--- src/rtl/sfxa_pkg.sv ---
// ----------------------------------------------------------------------------
// sfxa_pkg
// Shared types and constants for the signed fixed-point to decimal text core.
// ----------------------------------------------------------------------------
package sfxa_pkg;

  // field widths
  localparam int NUM_W    = 32;
  localparam int PLACES_W = 4;
  localparam int CAP_W    = 8;
  localparam int CHAR_W   = 7;

  // digit store
  localparam int NUM_DIGITS  = 10;
  localparam int DIGIT_IDX_W = 4;
  localparam int DIGIT_W     = 4;

  localparam logic [PLACES_W-1:0] MAX_PLACES = 4'd9;

  // ascii codes
  localparam logic [CHAR_W-1:0] ASCII_ZERO  = 7'h30;
  localparam logic [CHAR_W-1:0] ASCII_POINT = 7'h2E;
  localparam logic [CHAR_W-1:0] ASCII_MINUS = 7'h2D;
  localparam logic [CHAR_W-1:0] ASCII_NONE  = 7'h00;

  // reciprocal of ten: q = (x * RECIP_TEN) >> RECIP_SHIFT, exact for 32-bit x
  localparam logic [NUM_W-1:0] RECIP_TEN   = 32'hCCCC_CCCD;
  localparam int               RECIP_SHIFT = 35;

  typedef enum logic [2:0] {
    S_IDLE,
    S_DIV,
    S_CHECK,
    S_SIGN,
    S_DIGIT,
    S_POINT,
    S_FAIL
  } state_t;

  typedef enum logic [1:0] {
    CHAR_FAIL,
    CHAR_SIGN,
    CHAR_DIGIT,
    CHAR_POINT
  } char_sel_t;

  typedef struct packed {
    logic      load;
    logic      div_step;
    logic      load_k;
    logic      digit_dec;
    char_sel_t sel;
  } cmd_t;

  typedef struct packed {
    logic fits;
    logic neg;
    logic div_done;
    logic k_zero;
    logic k_at_point;
  } status_t;

endpackage

--- src/rtl/sfxa_ctrl.sv ---
// ----------------------------------------------------------------------------
// sfxa_ctrl
// Sequencer: accept, ten divide steps, length check, then sign, digits and
// point in string order, or a single failure word.
// ----------------------------------------------------------------------------
module sfxa_ctrl import sfxa_pkg::*; (
  input  logic    clk,
  input  logic    rst,
  input  status_t stat,
  output cmd_t    cmd,
  input  logic    in_valid,
  output logic    in_ready,
  output logic    out_valid,
  input  logic    out_ready,
  output logic    out_last
);

  state_t state;
  state_t state_next;

  // state register
  always_ff @(posedge clk) begin
    if (rst) begin
      state <= S_IDLE;
    end else begin
      state <= state_next;
    end
  end

  // next state
  always_comb begin
    state_next = state;
    case (state)
      S_IDLE: begin
        if (in_valid) state_next = S_DIV;
      end
      S_DIV: begin
        if (stat.div_done) state_next = S_CHECK;
      end
      S_CHECK: begin
        if (!stat.fits)    state_next = S_FAIL;
        else if (stat.neg) state_next = S_SIGN;
        else               state_next = S_DIGIT;
      end
      S_SIGN: begin
        if (out_ready) state_next = S_DIGIT;
      end
      S_DIGIT: begin
        if (out_ready) begin
          if (stat.k_zero)          state_next = S_IDLE;
          else if (stat.k_at_point) state_next = S_POINT;
          else                      state_next = S_DIGIT;
        end
      end
      S_POINT: begin
        if (out_ready) state_next = S_DIGIT;
      end
      S_FAIL: begin
        if (out_ready) state_next = S_IDLE;
      end
      default: state_next = S_IDLE;
    endcase
  end

  // outputs
  always_comb begin
    cmd       = '{load: 1'b0, div_step: 1'b0, load_k: 1'b0, digit_dec: 1'b0,
                  sel: CHAR_FAIL};
    in_ready  = 1'b0;
    out_valid = 1'b0;
    out_last  = 1'b0;
    case (state)
      S_IDLE: begin
        in_ready = 1'b1;
        cmd.load = in_valid;
      end
      S_DIV: begin
        cmd.div_step = 1'b1;
      end
      S_CHECK: begin
        cmd.load_k = 1'b1;
      end
      S_SIGN: begin
        out_valid = 1'b1;
        cmd.sel   = CHAR_SIGN;
      end
      S_DIGIT: begin
        out_valid     = 1'b1;
        out_last      = stat.k_zero;
        cmd.sel       = CHAR_DIGIT;
        cmd.digit_dec = out_ready;
      end
      S_POINT: begin
        out_valid = 1'b1;
        cmd.sel   = CHAR_POINT;
      end
      S_FAIL: begin
        out_valid = 1'b1;
        out_last  = 1'b1;
      end
      default: begin
      end
    endcase
  end

`ifndef SYNTHESIS
  // no new word is taken while text is still going out
  a_no_overlap: assert property (@(posedge clk) disable iff (rst)
    !(in_ready && out_valid))
    else $error("input accepted while output pending");

  // the divide phase ends after the last digit step
  a_div_end: assert property (@(posedge clk) disable iff (rst)
    (state == S_DIV && stat.div_done) |=> (state == S_CHECK))
    else $error("divide phase did not end");

  // a point is always followed by at least one digit
  a_point_not_last: assert property (@(posedge clk) disable iff (rst)
    (state == S_POINT && out_ready) |=> (state == S_DIGIT))
    else $error("point not followed by a digit");

  // after the final word the block is ready again
  a_last_frees: assert property (@(posedge clk) disable iff (rst)
    (out_valid && out_ready && out_last) |=> in_ready)
    else $error("not idle after final word");
`endif

endmodule

--- config.mk ---
export PLATFORM = sky130hd
export DESIGN_NAME = sfxa_ctrl
export DESIGN_NICKNAME = d
export VERILOG_FILES = /design/src/rtl/sfxa_pkg.sv /design/src/rtl/sfxa_ctrl.sv
export SDC_FILE = /design/constraint.sdc
export NUM_CORES = 1
export LEC_CHECK = 0
export BUFFER_PORTS_ARGS = -buffer_cell sky130_fd_sc_hd__buf_2
export CORE_AREA = 2 2 39 41
export CTS_CLUSTER_DIAMETER = 50
export DETAILED_ROUTE_END_ITERATION = 10
export DIE_AREA = 0 0 41 43
export GPL_TIMING_DRIVEN = 1
export SLEW_MARGIN = 20
export SYNTH_ARGS = -nofsm -noshare
export SYNTH_HDL_FRONTEND = slang
export SYNTH_SLANG_ARGS = --single-unit
--- constraint.sdc ---
create_clock -name clk -period 1.8 [get_ports clk]
set_clock_uncertainty 0.15 [all_clocks]
set_input_delay 0.27 -clock clk [delete_from_list [all_inputs] [get_ports clk]]
set_output_delay 0.27 -clock clk [all_outputs]
set_load 0.005 [all_outputs]
Word-level counts from Yosys, hierarchy flattened
Cells that the tools add are included.

Register bits: 3. Memory bits (writable): 0. Word-level logic and storage cells: 34. Bits in read-only memories: 0. Bits of input ports: 9. Memories: 0. Bits in latches: 0.

Div/mod/pow operators: 0. Bitwise operators: 0. Add/subtract/negate cells: 0. Muxes and demuxes: 18. Equality and inequality tests: 11. Magnitude comparators: 0. Shift-type cells: 0. Multipliers: 0. Reductions and logical operators: 4.

Operators by type and width (number): 3-bit 2-to-1 mux (8); 3-bit case mux with 6 select lines (1); 3-bit equality test (second input constant) (3); 2-bit inequality test (second input constant) (4); 1-bit 2-to-1 mux (7); 3-bit by 2-bit equality test with 1-bit output (second input constant) (2); 2-bit case mux with 3 select lines (1); 5-bit AND reduction (1); 4-bit OR reduction (1); 3-bit by 1-bit equality test with 1-bit output (second input constant) (1); 3-bit zero test (1); 2-bit by 1-bit inequality test with 1-bit output (second input constant) (1); 1-bit case mux with 2 select lines (1); 2-bit OR reduction (1).

Longest topological paths before layout
Gate-level depths: netlist (run 1).

Depth in word-level cells: 4. Depth in mapped cells: 5. Depth with buffers taken out: 4.

Least setup slack after synthesis (run 1)
Ideal clock, no wire load.

Path type: register to register. Start point: reg state[1]. End point: reg state[0]. Library setup time: 0.073 ns. Setup slack: 0.445 ns. Stages on the path, launching flop included: 6. Buffers on the path: 1. Clock period less this slack: 1.355 ns. Arrival time: 1.132 ns. Cells stage by stage: dfxtp_1 buf_6 nand2b_4 o32a_1 and4_1 nor3_2.

Word-level cells in the longest chain between the ends: 4.

RTL lines: start: declaration (RTL line sfxa_ctrl.sv:18) `state_t state;`; start signal: assignment (RTL line sfxa_ctrl.sv:26) `state <= state_next;`; 3-bit equality test / 3-bit by 2-bit equality test with 1-bit output (equally long branches) (RTL line sfxa_ctrl.sv:33) `case (state)`; 2-bit OR reduction (no line); 2-bit by 1-bit inequality test with 1-bit output (no line); 5-bit AND reduction (no line).

Parallel ways exist; a longest one is shown, timed or not. A chain may end at the register's enable or synchronous reset.

==> impl_metrics.tcl, run 1 <==
set metrics [dict create \
    rsz0062_at_grt "no" \
    syn-mean-instance-area_sq_um 7.54 \
    htree_levels 1 \
    die_y_um 43 \
    cp.arrival_ns 1.28 \
    fin_nets 74 \
    final_antenna_net_count 0 \
    hp-class "input pin to register" \
    crit_path_end_kind "output port" \
    dieArea_sq_um 1760 \
    ctsHoldBuffers 0 \
    p_leak_nw 0.213 \
    grt_pass1_vias 336 \
    grt_usage 0.104 \
    fin_crit_sh 0.946 \
    clock_latency_ns 0.24 \
    postSynthNetCount 54 \
    area_growth_pct 32.8 \
    synth_warnings 0 \
    clk_pin_slew_ns 0.04 \
    finalSetupViolCount 0 \
    setup-tns-final_ns 0 \
    fmax_mhz 587 \
    start_kind "register" \
    wire_per_inst_um 10.3 \
    syn_inst 45 \
    stdcell_count 80 \
    first_pass_iters 4 \
    drtIter0Drc 6 \
    grt_pass1_wl_um 1280 \
    holdWs_ns 0.0766 \
    ys.flop_type "dfxtp_1" \
    io_buffers 17 \
    async_flop_share 0 \
    cp_top_family "flip-flops" \
    synth_cell_types 29 \
    die_w_um 41 \
    place.gp.congestion 0.791 \
    ios 18 \
    syn-cell-area_sq_um 339 \
    cts_buffer_depth 2 \
    rows 14 \
    cts_tree "done" \
    final.min_clock_period_ns 1.70 \
    core_area_sq_um 1380 \
    synthTopCellsByCount "nor2_1 (6), dfxtp_1 (3)" \
    initial_core_util 0.245 \
    hold_violations 0 \
    max_slew.worst_pin.slew_ns 0.400 \
    place_inst 76 \
    crit_fanout 9 \
    max_slew_margin 0.733 \
    drv_cap 0 \
    top_regs "state: 3 flops" \
    ys_ff_latch 3 \
    largest_reg_flops 3 \
    ir_drop_uv 385 \
    drive_gt1_frac 0.359 \
    antenna_found_initial 0 \
    synthTopCellsByArea "dfxtp_1 (18%), buf_6 (6.6%), nor2_1 (6.6%)" \
    overflow 0 \
    path_class "register to output port" \
    yosysMostFrequentCell "nor2_1" \
    synth-seq-area-share 0.177 \
    top_register "state" \
    outcome "completed" \
    n_antenna_cell 0 \
    critPathSlowestCell "dfxtp_1" \
    dpl.hpwl_um 619 \
    worstPathCellList "or2b_1, a21boi_0, buf_2" \
    synth-edff-count 0 \
    critPathBufInv 1 \
    netlist.top_cell.by_area "dfxtp_1" \
    via_count 382 \
    grt_start_max_net_pins 12 \
    crit_path_max_incr_delay_ns 0.47 \
    drc 0 \
    routed_via_density 4.78 \
    cts_made_buffers 3 \
    post_cts_resized 0 \
    yosysTopAreaCellShare 0.177 \
    cts.sinks 3 \
    drv_slew 0 \
    wl_um 820 \
    worst_ep_required_time_ns 1.38 \
    cts_root_buf "clkbuf_4" \
    cts_setup_buffers 0 \
    power_density_nw_per_um2 1200 \
]
layout make-up:
| cell class | instances | area (sq um) |
|---|---|---|
| Timing Repair Buffer | 18 | 92.6 |
| Sequential cell | 3 | 60.1 |
| Multi-Input combinational cell | 37 | 244 |
| Fill cell | 159 | 933 |
| Inverter | 2 | 7.51 |
| Clock buffer | 4 | 26.3 |
| Tap cell | 16 | 20.0 |
power breakdown:
part / switching, W / internal, W
Combinational: 0.000134 / 0.000157
Sequential: 0.0000409 / 0.0000867
Clock: 0.0000395 / 0.0000834
layer usage:
metal	global-route usage	share of wire
met1	0.137	0.45
met2	0.153	0.47
met3	0.0157	0.049
met4	0.0600	0.030
met5	0	0
cells by family after synthesis:
family                    after synthesis  synth area share
muxes                                   1            0.0295
and+or+nand+nor                        26             0.487
xor gates and xnor gates                1            0.0258
AOI/OAI and AO/OA                       9             0.177
buffers and inverters                   5             0.103
DFF                                     3             0.177
cell usage in the layout (no fill, tap or decap), types with 3 or more instances in the layout:
master	n
buf_2	17
nor2_1	6
clkbuf_4	3
dfxtp_1	3
final timing paths:
check / depth (start not counted) / end / startpoint / slack, ns
worst max-delay path: 3 / cmd[0] / state[1] / 0.1
worst min-delay path: 2 / state[0] / rst / 0.08
worst max register to register: 4 / state[0] / state[1] / 0.29
worst min register to register: 2 / state[0] / state[0] / 0.47
per-stage QoR:
stage / cell area, sq um / utilization / total power [W] / worst slack, ns
final: 450 / 0.325 / 0.000542 / 0.0968
after global routing: 450 / 0.325 / 0.000585 / 0.0259
after CTS: 450 / 0.325 / 0.000547 / 0.0940
after detailed placement: 424 / 0.307 / 0.000419 / 0.289
after global placement: 424 / 0.307 / 0.000420 / 0.305
after floorplan: 339 / - / 0.000339 / 0.445
(Power assumes the default switching activity.)
==> inputs of run 2 (changes only) <==
--- a/config.mk
+++ b/config.mk
@@ -7,6 +7,7 @@
 export LEC_CHECK = 0
 export BUFFER_PORTS_ARGS = -buffer_cell sky130_fd_sc_hd__buf_2
 export CORE_AREA = 2 2 39 41
+export CTS_BUF_LIST = sky130_fd_sc_hd__clkbuf_2 sky130_fd_sc_hd__clkbuf_4 sky130_fd_sc_hd__clkbuf_8
 export CTS_CLUSTER_DIAMETER = 50
 export DETAILED_ROUTE_END_ITERATION = 10
 export DIE_AREA = 0 0 41 43
==> impl_metrics.tcl, run 2 (synthesized netlist as in run 1, its figures left out) <==
set metrics [dict create \
    worstHoldEndpoint "state[0]" \
    drc 0 \
    initial_core_util 0.245 \
    pre_cts_ws_ns 0.289 \
    clk_pin_slew_ns 0.04 \
    dr_wl_met3_um 40 \
    place.gp.congestion 0.791 \
    cts_root_buf "clkbuf_4" \
    wl_met1_um 372 \
    finalSetupViolCount 0 \
    crit_path_end_kind "output port" \
    final.min_clock_period_ns 1.70 \
    crit_fanout 9 \
    start_kind "register" \
    fill_cells 159 \
    grt_pass1_wl_um 1280 \
    fmax_mhz 587 \
    setup-tns-final_ns 0 \
    rows 14 \
    hold_violations 0 \
    p_sw_w 0.000215 \
    holdWs_ns 0.0759 \
    outcome "completed" \
    top_register "state" \
    htree_levels 1 \
    first_pass_iters 4 \
    antenna_found_initial 0 \
    wl_met2_um 382 \
    dpl.hpwl_um 619 \
    drtIter0Drc 6 \
    clock_latency_ns 0.24 \
    ctsHoldBuffers 0 \
    drive_gt1_frac 0.375 \
    power_frac_comb 0.523 \
    cp.arrival_ns 1.28 \
    grt_start_max_net_pins 12 \
    final_antenna_net_count 0 \
    overflow 0 \
    switching_share 0.386 \
    fin_crit_sh 0.946 \
    max_slew_margin 0.733 \
    critPathBufInv 1 \
    top_regs "state: 3 flops" \
    hp-start "rst" \
    path_class "register to output port" \
    hp-class "input pin to register" \
    power_density_nw_per_um2 1230 \
    p_int_w 0.000342 \
    regArea_sq_um 60.1 \
    core_area_sq_um 1380 \
    rr_startpoint "state[1]" \
    fin_ws_ns 0.0966 \
    area_growth_pct 33.9 \
    post_cts_resized 0 \
    cts.sinks 3 \
    ios 18 \
    ir_drop_uv 412 \
    multi_input_area_sq_um 244 \
    p_seq_frac 0.229 \
    die_w_um 41 \
    grt_usage 0.104 \
    io_buffers 17 \
    drv_slew 0 \
    fin_util 0.328 \
    holdPathStages 2 \
    cts_tree "done" \
    wl_um 821 \
    cp_top_family "flip-flops" \
    rrSetupSlack_ns 0.29 \
    dieArea_sq_um 1760 \
    r2r_cells 4 \
    wire_per_inst_um 10.3 \
    die_y_um 43 \
    final_cell_mix "buf_2 (17), nor2_1 (6), clkbuf_4 (4)" \
    worstPathCellList "or2b_1, a21boi_0, buf_2" \
    critPathSlowestCell "dfxtp_1" \
    layout.cells.most_common "buf_2" \
    routed_via_density 4.74 \
    largest_reg_flops 3 \
    rsz0062_at_grt "no" \
    clockPowerShare 0.248 \
    fin_nets 74 \
    n_antenna_cell 0 \
    cts_buffer_depth 2 \
    cts_setup_buffers 0 \
    worst_ep_required_time_ns 1.38 \
    routed.top_layer "met4" \
    timing.rr.end "state[0]" \
    via_count 379 \
    p_leak_nw 0.217 \
    max_slew.worst_pin.slew_ns 0.400 \
    crit_path_max_incr_delay_ns 0.47 \
    drv_cap 0 \
    cts_made_buffers 3 \
    grt_pass1_vias 336 \
]
==> run 2: layout make-up <==
type,count,area share
Multi-Input combinational cell,37,0.537
Timing Repair Buffer,18,0.204
Sequential cell,3,0.132
Clock buffer,4,0.0661
Tap cell,16,0.0441
Inverter,2,0.0165
==> run 2: how the worst max path moves through the flow <==
| stage | cells after the start | end | start | slack [ns] |
|---|---|---|---|---|
| floorplan | 5 | state[0] | state[1] | 0.44 |
| global placement | 4 | state[0] | state[1] | 0.31 |
| detailed placement | 4 | state[0] | state[1] | 0.29 |
| CTS | 3 | cmd[0] | state[1] | 0.09 |
| global route | 3 | cmd[0] | state[1] | 0.02 |
| finish | 3 | cmd[0] | state[1] | 0.1 |
==> run 2: through the flow <==
stage / cells / area [sq um] / total power, W
after detailed placement: 76 / 424 / 0.000419
after CTS: 80 / 454 / 0.000562
after global routing: 80 / 454 / 0.000601
after floorplan: 45 / 339 / 0.000339
after global placement: 76 / 424 / 0.000420
final: 80 / 454 / 0.000557
==> run 2: per-layer routing <==
| metal | GRT usage | up-vias |
|---|---|---|
| met5 | 0 | - |
| met4 | 0.0600 | 0 |
| met3 | 0.0157 | 4 |
| met2 | 0.153 | 13 |
| met1 | 0.137 | 167 |
| li1 | - | 195 |
==> run 2: power by group through the flow <==
stage	Combinational [W]	Sequential, W	Clock, W
after global placement	0.000291	0.000129	0
after detailed placement	0.000290	0.000129	0
after CTS	0.000294	0.000128	0.000141
after global routing	0.000325	0.000133	0.000144
after floorplan	0.000235	0.000103	0
final	0.000291	0.000128	0.000138
==> run 2: worst reg2reg max path, stage by stage (launching register included) <==
cell and delay, ns:
dfxtp_1 0.47, nand2_1 0.17, or3_1 0.37, and4_1 0.20
nor3_2 0.08
